<file path="src/sv/assert_macros.svh">
// ----------------------------------------------------------------------------
// Assertion macros
// Concurrent assertion shorthands; empty under synthesis.
// ----------------------------------------------------------------------------
`ifndef ASSERT_MACROS_SVH
`define ASSERT_MACROS_SVH

`ifndef SYNTHESIS

`define ASSERT_PROP(lbl, clk, rst_n, prop, msg) \
    lbl: assert property (@(posedge clk) disable iff (!rst_n) (prop)) else $error(msg);

`define ASSERT_NEVER(lbl, clk, rst_n, cond, msg) \
    lbl: assert property (@(posedge clk) disable iff (!rst_n) !(cond)) else $error(msg);

`else

`define ASSERT_PROP(lbl, clk, rst_n, prop, msg)

`define ASSERT_NEVER(lbl, clk, rst_n, cond, msg)

`endif

`endif

</file>
<file path="src/sv/lpws_pkg.sv">
// ----------------------------------------------------------------------------
// lpws_pkg
// Shared types and constants of the LED pulse width serializer.
// ----------------------------------------------------------------------------
package lpws_pkg;

    localparam int CFG_W       = 16;
    localparam int DATA_W      = 8;
    localparam int CFG_IDX_W   = 2;
    localparam int QUEUE_DEPTH = 2;
    localparam int QPTR_W      = 1;
    localparam int QCNT_W      = 2;
    localparam int BIT_IDX_W   = 3;

    localparam logic [DATA_W-1:0]    MSB_MASK     = 8'h80;
    localparam logic [BIT_IDX_W-1:0] LAST_BIT_IDX = 3'd7;

    localparam logic [CFG_W-1:0] ZERO_HIGH_RST = 16'd40;
    localparam logic [CFG_W-1:0] ONE_HIGH_RST  = 16'd80;
    localparam logic [CFG_W-1:0] PERIOD_RST    = 16'd125;
    localparam logic             INVERT_RST    = 1'b0;

    typedef enum logic {
        KIND_LOAD = 1'b0,
        KIND_TICK = 1'b1
    } t_kind;

    typedef enum logic [CFG_IDX_W-1:0] {
        CFG_ZERO_HIGH = 2'd0,
        CFG_ONE_HIGH  = 2'd1,
        CFG_PERIOD    = 2'd2,
        CFG_INVERT    = 2'd3
    } t_cfg_idx;

    typedef enum logic [1:0] {
        TX_IDLE  = 2'd0,
        TX_SEND  = 2'd1,
        TX_STALL = 2'd2
    } t_tx_state;

    typedef struct packed {
        t_kind             kind;
        logic [DATA_W-1:0] data_byte;
        logic              last_byte;
    } t_req;

    typedef struct packed {
        logic [CFG_W-1:0] zero_high;
        logic [CFG_W-1:0] one_high;
        logic [CFG_W-1:0] period;
        logic             invert;
    } t_cfg;

    typedef struct packed {
        logic line_level;
        logic busy_res;
        logic room_for_byte;
        logic done_res;
        logic overrun;
        logic underrun;
    } t_res;

endpackage

</file>
<file path="src/sv/lpws_if.sv">
// ----------------------------------------------------------------------------
// lpws_if
// Request and result channel interfaces with valid/ready handshake.
// ----------------------------------------------------------------------------
interface lpws_in_if import lpws_pkg::*; ();
    logic              valid;
    logic              ready;
    logic              func;
    logic [DATA_W-1:0] data_byte;
    logic              last_byte;

    modport source (output valid, func, data_byte, last_byte, input ready);
    modport sink   (input valid, func, data_byte, last_byte, output ready);
endinterface

interface lpws_out_if import lpws_pkg::*; ();
    logic valid;
    logic ready;
    logic line_level;
    logic busy_res;
    logic room_for_byte;
    logic done_res;
    logic overrun;
    logic underrun;

    modport source (output valid, line_level, busy_res, room_for_byte, done_res, overrun,
                    underrun, input ready);
    modport sink   (input valid, line_level, busy_res, room_for_byte, done_res, overrun,
                    underrun, output ready);
endinterface

</file>
<file path="src/sv/lpws_front.sv">
// ----------------------------------------------------------------------------
// lpws_front
// Accepts requests, classifies them as load or tick, and queues them.
// ----------------------------------------------------------------------------
`include "assert_macros.svh"

module lpws_front import lpws_pkg::*; (
    input  logic  i_clk,
    input  logic  i_rst_n,
    lpws_in_if.sink i_req,
    output t_req  o_q_req,
    output logic  o_q_valid,
    input  logic  i_q_ready
);

    t_req              r_mem [QUEUE_DEPTH];
    logic [QPTR_W-1:0] r_wr_ptr;
    logic [QPTR_W-1:0] r_rd_ptr;
    logic [QCNT_W-1:0] r_count;
    t_req              w_req;
    logic              w_push;
    logic              w_pop;

    assign i_req.ready = (r_count != QCNT_W'(QUEUE_DEPTH));
    assign w_push      = i_req.valid && i_req.ready;
    assign o_q_valid   = (r_count != '0);
    assign w_pop       = o_q_valid && i_q_ready;
    assign o_q_req     = r_mem[r_rd_ptr];

    always_comb begin
        w_req.kind      = i_req.func ? KIND_TICK : KIND_LOAD;
        w_req.data_byte = i_req.data_byte;
        w_req.last_byte = i_req.last_byte;
    end

    always_ff @(posedge i_clk) begin
        if (w_push) begin
            r_mem[r_wr_ptr] <= w_req;
        end
    end

    always_ff @(posedge i_clk) begin
        if (!i_rst_n) begin
            r_wr_ptr <= '0;
            r_rd_ptr <= '0;
            r_count  <= '0;
        end else begin
            if (w_push) begin
                r_wr_ptr <= r_wr_ptr + 1'b1;
            end
            if (w_pop) begin
                r_rd_ptr <= r_rd_ptr + 1'b1;
            end
            case ({w_push, w_pop})
                2'b10:   r_count <= r_count + 1'b1;
                2'b01:   r_count <= r_count - 1'b1;
                default: r_count <= r_count;
            endcase
        end
    end

    `ASSERT_PROP(a_q_fill, i_clk, i_rst_n, (w_push && !w_pop) |=> (r_count == $past(r_count) + 1'b1), "queue count did not grow on push")
    `ASSERT_NEVER(a_q_over, i_clk, i_rst_n, r_count > QCNT_W'(QUEUE_DEPTH), "queue count beyond depth")

endmodule

</file>
<file path="src/sv/lpws_back.sv">
// ----------------------------------------------------------------------------
// lpws_back
// Holding register, bit shifter and pulse timer; registers one result per request.
// ----------------------------------------------------------------------------
`include "assert_macros.svh"

module lpws_back import lpws_pkg::*; #(
    parameter int TICK_BITS = 16
) (
    input  logic i_clk,
    input  logic i_rst_n,
    input  t_cfg i_cfg,
    input  t_req i_q_req,
    input  logic i_q_valid,
    output logic o_q_ready,
    output t_res o_res,
    output logic o_res_valid,
    input  logic i_res_ready
);

    localparam int CW = (TICK_BITS > CFG_W) ? TICK_BITS : CFG_W;
    localparam logic [CW-1:0]        CNT_MAX_W = CW'((64'd1 << TICK_BITS) - 64'd1);
    localparam logic [TICK_BITS-1:0] CNT_MAX   = '1;

    function automatic logic [TICK_BITS-1:0] f_clip(input logic [CFG_W-1:0] v);
        logic [CW-1:0] ext;
        ext = CW'(v);
        return (ext > CNT_MAX_W) ? CNT_MAX : ext[TICK_BITS-1:0];
    endfunction

    t_tx_state              r_state, n_state;
    logic [DATA_W-1:0]      r_shift, n_shift;
    logic [BIT_IDX_W-1:0]   r_bit_idx, n_bit_idx;
    logic [TICK_BITS-1:0]   r_tick, n_tick;
    logic                   r_cur_last, n_cur_last;
    logic [DATA_W-1:0]      r_held_byte, n_held_byte;
    logic                   r_held_valid, n_held_valid;
    logic                   r_held_last, n_held_last;
    t_res                   r_res, n_res;
    logic                   r_res_valid;

    logic                   w_go;
    logic                   w_is_tick;
    logic                   w_cur_bit;
    logic [TICK_BITS-1:0]   w_hi;
    logic [TICK_BITS-1:0]   w_per;
    logic [TICK_BITS-1:0]   w_len;
    logic [TICK_BITS-1:0]   w_tick_inc;
    logic                   w_last_bit;
    logic                   w_done;
    logic                   w_bit_end;
    logic                   w_take;
    logic                   w_under;
    logic                   w_ovr;
    logic                   w_next_bit;
    logic [TICK_BITS-1:0]   w_next_hi;

    assign o_q_ready   = !r_res_valid || i_res_ready;
    assign w_go        = i_q_valid && o_q_ready;
    assign w_is_tick   = (i_q_req.kind == KIND_TICK);

    assign w_cur_bit   = |((r_shift << r_bit_idx) & MSB_MASK);
    assign w_hi        = f_clip(w_cur_bit ? i_cfg.one_high : i_cfg.zero_high);
    assign w_per       = f_clip(i_cfg.period);
    assign w_len       = (w_hi > w_per) ? w_hi : w_per;
    assign w_tick_inc  = (r_tick != CNT_MAX) ? r_tick + 1'b1 : r_tick;
    assign w_last_bit  = (r_bit_idx == LAST_BIT_IDX);
    assign w_done      = (r_state == TX_SEND) && w_last_bit && r_cur_last && (w_tick_inc >= w_hi);
    assign w_bit_end   = (r_state == TX_SEND) && !w_done && (w_tick_inc >= w_len);
    assign w_take      = r_held_valid && ((r_state != TX_SEND) || (w_bit_end && w_last_bit));
    assign w_under     = w_bit_end && w_last_bit && !r_held_valid;

    always_comb begin
        n_state = r_state;
        if (w_go && w_is_tick) begin
            unique case (r_state)
                TX_IDLE, TX_STALL: begin
                    if (w_take) begin
                        n_state = TX_SEND;
                    end
                end
                TX_SEND: begin
                    if (w_done) begin
                        n_state = TX_IDLE;
                    end else if (w_under) begin
                        n_state = TX_STALL;
                    end
                end
                default: n_state = TX_IDLE;
            endcase
        end
    end

    always_comb begin
        n_shift      = r_shift;
        n_bit_idx    = r_bit_idx;
        n_tick       = r_tick;
        n_cur_last   = r_cur_last;
        n_held_byte  = r_held_byte;
        n_held_valid = r_held_valid;
        n_held_last  = r_held_last;
        w_ovr        = 1'b0;
        if (w_go) begin
            if (!w_is_tick) begin
                if (r_held_valid) begin
                    w_ovr = 1'b1;
                end else begin
                    n_held_byte  = i_q_req.data_byte;
                    n_held_valid = 1'b1;
                    n_held_last  = i_q_req.last_byte;
                end
            end else begin
                if (r_state == TX_SEND) begin
                    if (w_done) begin
                        n_tick    = '0;
                        n_bit_idx = '0;
                    end else if (w_bit_end) begin
                        n_tick    = '0;
                        n_bit_idx = w_last_bit ? '0 : r_bit_idx + 1'b1;
                    end else begin
                        n_tick = w_tick_inc;
                    end
                end
                if (w_take) begin
                    n_shift      = r_held_byte;
                    n_cur_last   = r_held_last;
                    n_held_valid = 1'b0;
                    n_bit_idx    = '0;
                    n_tick       = '0;
                end
            end
        end
    end

    assign w_next_bit = |((n_shift << n_bit_idx) & MSB_MASK);
    assign w_next_hi  = f_clip(w_next_bit ? i_cfg.one_high : i_cfg.zero_high);

    always_comb begin
        n_res.line_level    = ((n_state == TX_SEND) && (n_tick < w_next_hi)) ^ i_cfg.invert;
        n_res.busy_res      = (n_state != TX_IDLE);
        n_res.room_for_byte = !n_held_valid;
        n_res.done_res      = w_is_tick && w_done;
        n_res.overrun       = w_ovr;
        n_res.underrun      = w_is_tick && w_under;
    end

    always_ff @(posedge i_clk) begin
        r_held_byte <= n_held_byte;
        if (w_go) begin
            r_res <= n_res;
        end
    end

    always_ff @(posedge i_clk) begin
        if (!i_rst_n) begin
            r_state      <= TX_IDLE;
            r_shift      <= '0;
            r_bit_idx    <= '0;
            r_tick       <= '0;
            r_cur_last   <= 1'b0;
            r_held_valid <= 1'b0;
            r_held_last  <= 1'b0;
            r_res_valid  <= 1'b0;
        end else begin
            r_state      <= n_state;
            r_shift      <= n_shift;
            r_bit_idx    <= n_bit_idx;
            r_tick       <= n_tick;
            r_cur_last   <= n_cur_last;
            r_held_valid <= n_held_valid;
            r_held_last  <= n_held_last;
            if (w_go) begin
                r_res_valid <= 1'b1;
            end else if (i_res_ready) begin
                r_res_valid <= 1'b0;
            end
        end
    end

    assign o_res       = r_res;
    assign o_res_valid = r_res_valid;

    `ASSERT_PROP(a_rest_clear, i_clk, i_rst_n, (r_state != TX_SEND) |-> (r_bit_idx == '0 && r_tick == '0), "bit timer not cleared outside a transmission")
    `ASSERT_PROP(a_ovr_full, i_clk, i_rst_n, (r_res_valid && r_res.overrun) |-> !r_res.room_for_byte, "overrun reported with room in holding register")
    `ASSERT_NEVER(a_done_und, i_clk, i_rst_n, r_res_valid && r_res.done_res && r_res.underrun, "done and underrun on one result")

endmodule

</file>
<file path="src/sv/led_pulse_width_serializer_core.sv">
// A request is written into the queue, then the back end registers its timer update into the result register.
// Throughput: one request per cycle while neither side stalls; the back end updates the bit timer per tick request.
// Either side may stall; the two-entry queue and result register keep the other side moving.
// Reset (i_rst_n low, synchronous): transmitter idle, holding register empty, queue empty,
// timing registers back to their defaults.
// ----------------------------------------------------------------------------
// led_pulse_width_serializer_core
// One-wire LED data encoder: configuration registers, request front end, pulse back end.
// ----------------------------------------------------------------------------
module led_pulse_width_serializer_core import lpws_pkg::*; #(
    parameter int TICK_BITS = 16
) (
    input  logic                 i_clk,
    input  logic                 i_rst_n,
    lpws_in_if.sink              i_req,
    lpws_out_if.source           o_res,
    input  logic                 i_cfg_we,
    input  logic [CFG_IDX_W-1:0] i_cfg_idx,
    input  logic [CFG_W-1:0]     i_cfg_data
);

    t_cfg r_cfg;
    t_req w_q_req;
    logic w_q_valid;
    logic w_q_ready;
    t_res w_res;
    logic w_res_valid;

    always_ff @(posedge i_clk) begin
        if (!i_rst_n) begin
            r_cfg.zero_high <= ZERO_HIGH_RST;
            r_cfg.one_high  <= ONE_HIGH_RST;
            r_cfg.period    <= PERIOD_RST;
            r_cfg.invert    <= INVERT_RST;
        end else if (i_cfg_we) begin
            unique case (t_cfg_idx'(i_cfg_idx))
                CFG_ZERO_HIGH: r_cfg.zero_high <= i_cfg_data;
                CFG_ONE_HIGH:  r_cfg.one_high  <= i_cfg_data;
                CFG_PERIOD:    r_cfg.period    <= i_cfg_data;
                CFG_INVERT:    r_cfg.invert    <= i_cfg_data[0];
                default:       r_cfg           <= r_cfg;
            endcase
        end
    end

    lpws_front u_front (
        .i_clk     (i_clk),
        .i_rst_n   (i_rst_n),
        .i_req     (i_req),
        .o_q_req   (w_q_req),
        .o_q_valid (w_q_valid),
        .i_q_ready (w_q_ready)
    );

    lpws_back #(
        .TICK_BITS (TICK_BITS)
    ) u_back (
        .i_clk       (i_clk),
        .i_rst_n     (i_rst_n),
        .i_cfg       (r_cfg),
        .i_q_req     (w_q_req),
        .i_q_valid   (w_q_valid),
        .o_q_ready   (w_q_ready),
        .o_res       (w_res),
        .o_res_valid (w_res_valid),
        .i_res_ready (o_res.ready)
    );

    assign o_res.valid         = w_res_valid;
    assign o_res.line_level    = w_res.line_level;
    assign o_res.busy_res      = w_res.busy_res;
    assign o_res.room_for_byte = w_res.room_for_byte;
    assign o_res.done_res      = w_res.done_res;
    assign o_res.overrun       = w_res.overrun;
    assign o_res.underrun      = w_res.underrun;

endmodule
</file>
<file path="src/flat_wrapper.sv">
// flat-port wrapper written by rule: the top's interface ports become plain ports
module led_pulse_width_serializer_core_flat import lpws_pkg::*;
#(
    parameter int TICK_BITS = 16
)
  (i_clk, i_rst_n, i_cfg_we, i_cfg_idx, i_cfg_data, i_req_valid, i_req_func, i_req_data_byte, i_req_last_byte, i_req_ready, o_res_valid, o_res_line_level, o_res_busy_res, o_res_room_for_byte, o_res_done_res, o_res_overrun, o_res_underrun, o_res_ready);
  lpws_in_if i_req_i ();
  lpws_out_if o_res_i ();
  input  logic i_clk;
  input  logic i_rst_n;
  input  logic i_cfg_we;
  input  logic [CFG_IDX_W-1:0] i_cfg_idx;
  input  logic [CFG_W-1:0] i_cfg_data;
  input wire logic [$bits(i_req_i.valid)-1:0] i_req_valid;
  input wire logic [$bits(i_req_i.func)-1:0] i_req_func;
  input wire logic [$bits(i_req_i.data_byte)-1:0] i_req_data_byte;
  input wire logic [$bits(i_req_i.last_byte)-1:0] i_req_last_byte;
  output wire logic [$bits(i_req_i.ready)-1:0] i_req_ready;
  output wire logic [$bits(o_res_i.valid)-1:0] o_res_valid;
  output wire logic [$bits(o_res_i.line_level)-1:0] o_res_line_level;
  output wire logic [$bits(o_res_i.busy_res)-1:0] o_res_busy_res;
  output wire logic [$bits(o_res_i.room_for_byte)-1:0] o_res_room_for_byte;
  output wire logic [$bits(o_res_i.done_res)-1:0] o_res_done_res;
  output wire logic [$bits(o_res_i.overrun)-1:0] o_res_overrun;
  output wire logic [$bits(o_res_i.underrun)-1:0] o_res_underrun;
  input wire logic [$bits(o_res_i.ready)-1:0] o_res_ready;
  assign i_req_i.valid = i_req_valid;
  assign i_req_i.func = i_req_func;
  assign i_req_i.data_byte = i_req_data_byte;
  assign i_req_i.last_byte = i_req_last_byte;
  assign i_req_ready = i_req_i.ready;
  assign o_res_valid = o_res_i.valid;
  assign o_res_line_level = o_res_i.line_level;
  assign o_res_busy_res = o_res_i.busy_res;
  assign o_res_room_for_byte = o_res_i.room_for_byte;
  assign o_res_done_res = o_res_i.done_res;
  assign o_res_overrun = o_res_i.overrun;
  assign o_res_underrun = o_res_i.underrun;
  assign o_res_i.ready = o_res_ready;
  led_pulse_width_serializer_core #(.TICK_BITS(TICK_BITS)) u_core (.i_clk(i_clk), .i_rst_n(i_rst_n), .i_req(i_req_i), .o_res(o_res_i), .i_cfg_we(i_cfg_we), .i_cfg_idx(i_cfg_idx), .i_cfg_data(i_cfg_data));
endmodule
</file>
<file path="config.mk">
export PLATFORM = sky130hd
export DESIGN_NAME = led_pulse_width_serializer_core_flat
export DESIGN_NICKNAME = d
export VERILOG_FILES = /design/src/sv/lpws_pkg.sv /design/src/sv/lpws_if.sv /design/src/sv/lpws_front.sv /design/src/sv/lpws_back.sv /design/src/sv/led_pulse_width_serializer_core.sv /design/src/flat_wrapper.sv
export VERILOG_INCLUDE_DIRS = /design/src /design/src/sv
export SDC_FILE = /design/constraint.sdc
export NUM_CORES = 1
export LEC_CHECK = 0
export BUFFER_PORTS_ARGS = -buffer_cell sky130_fd_sc_hd__buf_2
export CAP_MARGIN = 40
export CORE_MARGIN = 4
export CORE_UTILIZATION = 55
export CTS_CLUSTER_SIZE = 30
export DETAILED_ROUTE_END_ITERATION = 8
export GPL_ROUTABILITY_DRIVEN = 0
export GPL_TIMING_DRIVEN = 0
export PLACE_DENSITY = 0.73
export SLEW_MARGIN = 10
export SYNTH_ARGS = -nofsm -noshare
export SYNTH_HDL_FRONTEND = slang
export SYNTH_SLANG_ARGS = --single-unit
</file>
<file path="constraint.sdc">
create_clock -name i_clk -period 10.91 [get_ports i_clk]
set_clock_uncertainty 0.15 [all_clocks]
set_input_delay 1.091 -clock i_clk [delete_from_list [all_inputs] [get_ports i_clk]]
set_output_delay 1.091 -clock i_clk [all_outputs]
set_load 0.02 [all_outputs]
</file>
* After elaboration in Yosys (flattened, before gate mapping)
Memory sizes are Yosys's and may differ from the RTL's. A register that Yosys moved wholly into a read port is not among the register bits. Cells that the tools add are included. W data, S select, Z words.
Cells by class: add/subtract/negate cells 6, equality and inequality tests 12, $lt $le $gt $ge 7, bitwise gates (word level) 3, reduce and logical (&&, ||, !) cells 33, shift operators 2, divide/modulo/power cells 0, multipliers 0, multiplexer cells 40
Operator list (number):
- $mux W16 | 13
- $gt A16 B16 Y1 const B | 3
- $ge A16 B16 Y1 | 2
- $mux W8 | 3
- $mux W3 | 7
- $add A16 B1 Y16 const B | 1
- $gt A16 B16 Y1 | 1
- $lt A16 B16 Y1 | 1
- $ne A16 B16 Y1 const B | 1
- $shl A8 B3 Y8 | 2
- $logic_and A1 B1 Y1 | 14
- $mux W1 | 11
- $eq A2 B1 Y1 const B | 4
- $eq A2 B2 Y1 const B | 4
- $mux W2 | 4
- $pmux W2 S2 | 2
- $reduce_and A2 Y1 | 4
- $reduce_bool A2 Y1 | 4
- $reduce_and A3 Y1 | 2
- $logic_not A1 Y1 | 4
- $logic_not A2 Y1 | 2
- $add A3 B1 Y3 const B | 1
- $eq A3 B3 Y1 const B | 1
- $add A1 B1 Y1 const B | 2
- other kinds (8) | 10
Storage, ports and cells: RAM bits 20, register bits after elaboration 100, memories kept 1, bits in read-only memories 0, bits in latches 0, bits of input ports 33, word-level logic and storage cells 126
Memory list:
- u_core.u_front.r_mem | depth 2, width 10, rd ports 1, clocked after memory_dff 1, write ports 1, line lpws_front.sv:16 | t_req r_mem [QUEUE_DEPTH];

* Logic depth before layout (Yosys ltp)
word-level depth 22, gate-level depth with buffers 43

* Cells and area by module
Synthesis repeated with hierarchy kept, for this count alone.
Second synthesis, totals: cell total of the unflattened synthesis 763, area total of the unflattened synthesis 7537.2 um^2
Modules (own cells, without submodules):
- lpws_back | cells an instance 520, area an instance 4674.5 um^2, instances 1
- led_pulse_width_serializer_core | cells an instance 187, area an instance 1918.1 um^2, instances 1
- lpws_front | cells an instance 56, area an instance 944.7 um^2, instances 1

* Worst setup path before layout
Ideal clock, no wire load.
kind register to register, start register u_core.u_back.r_bit_idx[0], end register u_core.u_back.r_res (netlist bit u_core.u_back.o_res[5]), data pin, setup slack 1096 ps, path buffers 5, cell stages (with the launch flop) 44, library setup time 259 ps, arrival time 9405 ps, clock period less this slack 9814 ps, cell sequence dfxtp_1 > mux4_2 > mux2i_1 > clkbuf_1 > mux2_2 > ha_1 > nand4_1 > nor2_1 > nor2_1 > nand2_1 > a21oi_1 > nor2b_1 > o21ai_0 > nand2b_1 > a21oi_1 > a21oi_1 > clkbuf_1 > mux2i_1 > (+8 left out) > a21oi_1 > a211oi_1 > or2_2 > buf_2 > buf_2 > mux2i_1 > ha_1 > a21o_1 > a21o_1 > a21o_1 > a21o_1 > a21oi_1 > nor2b_1 > o21ai_0 > or4b_2 > a21oi_1 > mux2i_1 > a211o_1
RTL lines:
- from (decl) | line lpws_back.sv:33 | logic [BIT_IDX_W-1:0] r_bit_idx, n_bit_idx;
- from (signal assigned) | line lpws_back.sv:167 | r_bit_idx <= n_bit_idx;
- to (signal assigned) | line lpws_back.sv:150 | r_res <= n_res;
- to (decl) | line lpws_back.sv:39 | t_res r_res, n_res;

==> run_results.csv <==
group,metric,value,unit
floorplanning,dieHeight,123,µm
clock_tree,cts_root_buffer,"clkbuf_16",
min_path,hold_depth,2,
clock_tree,cts_buffers,17,
power,finalPower,1370,µW
sta,slew_violations,0,
placed_design,port_buffers,39,
synthesis,synth_top_flop_cell,"dfxtp_1",
synthesis,synth_area,0.00722,mm²
floorplanning,row_count,41,
synthesis,yosysMostFrequentCell,"nand2_1",
cells_and_area,instances_no_fill,1020,
cells_and_area,drive_gt1_frac,0.164,
sta,maxSlewHeadroom,0.451,
setup_path,crit_family,"compound AO/OA/AOI/OAI gates",
synthesis,syn_inst,774,
drt,ant_nets,0,
flow_run,cap_viol_max_count,0,
synthesis,seq_area_frac_synth,0.383,
synthesis,synthesis.nets,874,
setup_path,cp-start-kind,"register",
synthesis,yosys-top-cells-area,"dfxtp_1 24%, edfxtp_1 14%, ha_1 12%, mux2i_1 6.5%, nand2_1 6.3%",
cells_and_area,syn_to_final_growth,15.0,%
min_path,holdCritPathClass,"reg2reg",
sta,fmax,0.0965,GHz
drt,drc_errors,0,
drt,dr.pass1.iters,7,
drt,vias_per_cell,5.75,
clock_tree,path_clk_slew,60,ps
global_route,grt_pass1_wl,28900,µm
power,ir_drop,0.124,mV
synthesis,synth_top_area_frac,0.241,
global_route,first_global_vias,5791,
drt,vias,5869,
power,cellPowerDensity,165,mW/mm²
sta,worst_hold_slack,317,ps
synthesis,ys_ff_latch,121,
sta,layout_min_cycle_time,10360,ps
setup_path,critPathKind,"reg2reg",
power,power.leakage,0.00350,µW
setup_path,end_kind,"register",
cells_and_area,antennaDiodeCount,0,
cells_and_area,multi_input_comb_area,0.00420,mm²
drt,drt_iter0_drc,403,
global_route,grt.total_usage,0.249,
sta,rsz0062_at_grt,"false",
sta,tightest_slew,820,ps
clock_tree,clock_path_buffers,2,
setup_path,cp.depth,41,
setup_path,cpPeakStageDelay,690,ps
setup_path,critPathArrivalTime,10380,ps
synthesis,yosys_warnings,0,
floorplanning,fp.dieW,123,µm
sta,timing.final.crit_share,0.950,
cells_and_area,nets,935,
clock_tree,numClockSinks,121,
cells_and_area,fin_area,0.00830,mm²
placed_design,placed_area,0.00764,mm²
sta,finalSetupTns,0,ps
placed_design,dpl.hpwl,13400,µm
floorplanning,start_util,0.567,
setup_path,cp_max_fo,15,
clock_tree,cts_tree,"done",
sta,setup_viol,0,
global_route,globalRoute.totalOverflow,0,
setup_path,cp_slowest_cell,"or4b_2",
outcome,status,"finished, final reports clean",
setup_path,r2r_cells,41,
floorplanning,pin_count,41,
cells_and_area,nFillCells,1052,
synthesis,netlist_top_cells_count,"122 x nand2_1, 87 x dfxtp_1, 67 x ha_1",
synthesis,ys_types,68,
setup_path,critPathRequiredTime,10930,ps
synthesis,synth_edf_count,34,
sta,hold_viol,0,
clock_tree,cts_max_level,4,
synthesis,synth.avg_cell_area,9.33,µm²
synthesis,async_flop_share,0,
synthesis,yosysTopAreaCell,"dfxtp_1",
global_route,antenna_found_initial,0,
floorplanning,dieArea,0.0150,mm²
drt,routedWlPerCell,17.2,µm
drt,routed_wl,17600,µm
clock_tree,clkLatencyLatePin,430,ps
setup_path,critical_path.most_common_cell,"a21oi_1",
floorplanning,core,0.0127,mm²
setup_path,worst-path-buf-inv,4,
placed_design,dp_cells,986,
cells_and_area,seq_area,0.00276,mm²
global_route,grt_max_degree,17,
power by group:
part | leakage, µW | switching (µW) | internal [µW]
Combinational | 0.00219 | 162 | 103
Clock | 0.000286 | 224 | 342
Sequential | 0.00103 | 22.8 | 521
path summary, 6_finish.rpt:
check / slack, ps / start / to
min reg2reg: 320 / u_core.r_cfg[35] / u_core.r_cfg[35]
min: 320 / u_core.r_cfg[35] / u_core.r_cfg[35]
max: 550 / u_core.u_back.r_bit_idx[0] / u_core.u_back.o_res[5]
max reg2reg: 550 / u_core.u_back.r_bit_idx[0] / u_core.u_back.o_res[5]
worst min-delay path, cell delays in order, from the launching register on:
cell and delay [ps]:
dfxtp_1 320, nand2_1 50, a21oi_1 50
cells in the final DEF, fill, tap and decap left out, types with 4 or more instances in the layout:
| cell type | n |
|---|---|
| nand3_1 | 10 |
| buf_2 | 39 |
| o31ai_1 | 6 |
| nand2_1 | 122 |
| mux2i_1 | 46 |
| nand4_1 | 13 |
| and4_1 | 6 |
| nor2b_1 | 9 |
| nor3_1 | 6 |
| clkbuf_1 | 25 |
| or2_2 | 5 |
| inv_1 | 41 |
| nor2_1 | 41 |
| clkbuf_16 | 17 |
| and2_1 | 21 |
| ha_1 | 67 |
| a21o_1 | 8 |
| o211ai_1 | 7 |
| a21oi_1 | 64 |
| nand2b_1 | 9 |
| inv_6 | 4 |
| edfxtp_1 | 34 |
| a22o_1 | 5 |
| dfxtp_1 | 86 |
| buf_4 | 4 |
| mux2_2 | 26 |
| xor2_1 | 4 |
| xnor2_1 | 12 |
| o21ai_0 | 32 |
| and3_1 | 8 |
registers in the layout, indices dropped and copies added (netlist names), named ones only:
register	count
u_core.r_cfg	49
u_core.u_front.r_mem	20
u_core.u_back.r_tick	16
u_core.u_back.r_held_byte	8
u_core.u_back.r_shift	8
u_core.u_back.o_res	6
u_core.u_back.r_bit_idx	3
u_core.u_back.r_state	2
u_core.u_front.r_count	2
u_core.u_back.o_res_valid	1
u_core.u_back.r_cur_last	1
u_core.u_back.r_held_last	1
u_core.u_back.r_held_valid	1
u_core.u_front.r_rd_ptr	1
u_core.u_front.r_wr_ptr	1
repair_timing:
action,CTS,global route
setup buffers,0,3
gates resized for setup,5,8
hold buffers,0,0
endpoints found under the setup margin,1,1
kinds of logic (layout without fill, tap and decap cells):
kind of cell	after synthesis	count (layout)	synth area share
AND/OR/NAND/NOR	267	267	0.184
AO/OA/AOI/OAI	154	154	0.141
flip-flops	121	121	0.383
multiplexers	76	76	0.115
buffers and inverters	73	147	0.0414
adder cells (fa/ha/maj)	67	67	0.116
XOR/XNOR	16	16	0.0194
stage by stage:
stage | util | setup WS (ps)
6_report | 0.653 | 546
5_1_grt | 0.653 | 4.21
4_1_cts | 0.648 | 7.24
3_5_place_dp | 0.600 | -956
3_3_place_gp | 0.600 | -840
2_1_floorplan | - | 1100
final cells by class:
cell class | count | share of cell area
Multi-Input combinational cell | 580 | 0.506
Sequential cell | 121 | 0.333
Clock buffer | 18 | 0.0517
Timing Repair Buffer | 43 | 0.0271
Tap cell | 172 | 0.0259
Clock inverter | 14 | 0.0197
Inverter | 42 | 0.0190
Buffer | 30 | 0.0173
metal layers:
metal,global-route usage,share of wire,vias up
met3,0.0512,0.063,36
met4,0.0966,0.025,0
met1,0.342,0.46,2759
met5,0,0,-
li1,-,-,2893
met2,0.385,0.45,181
(Power assumes the default switching activity.)
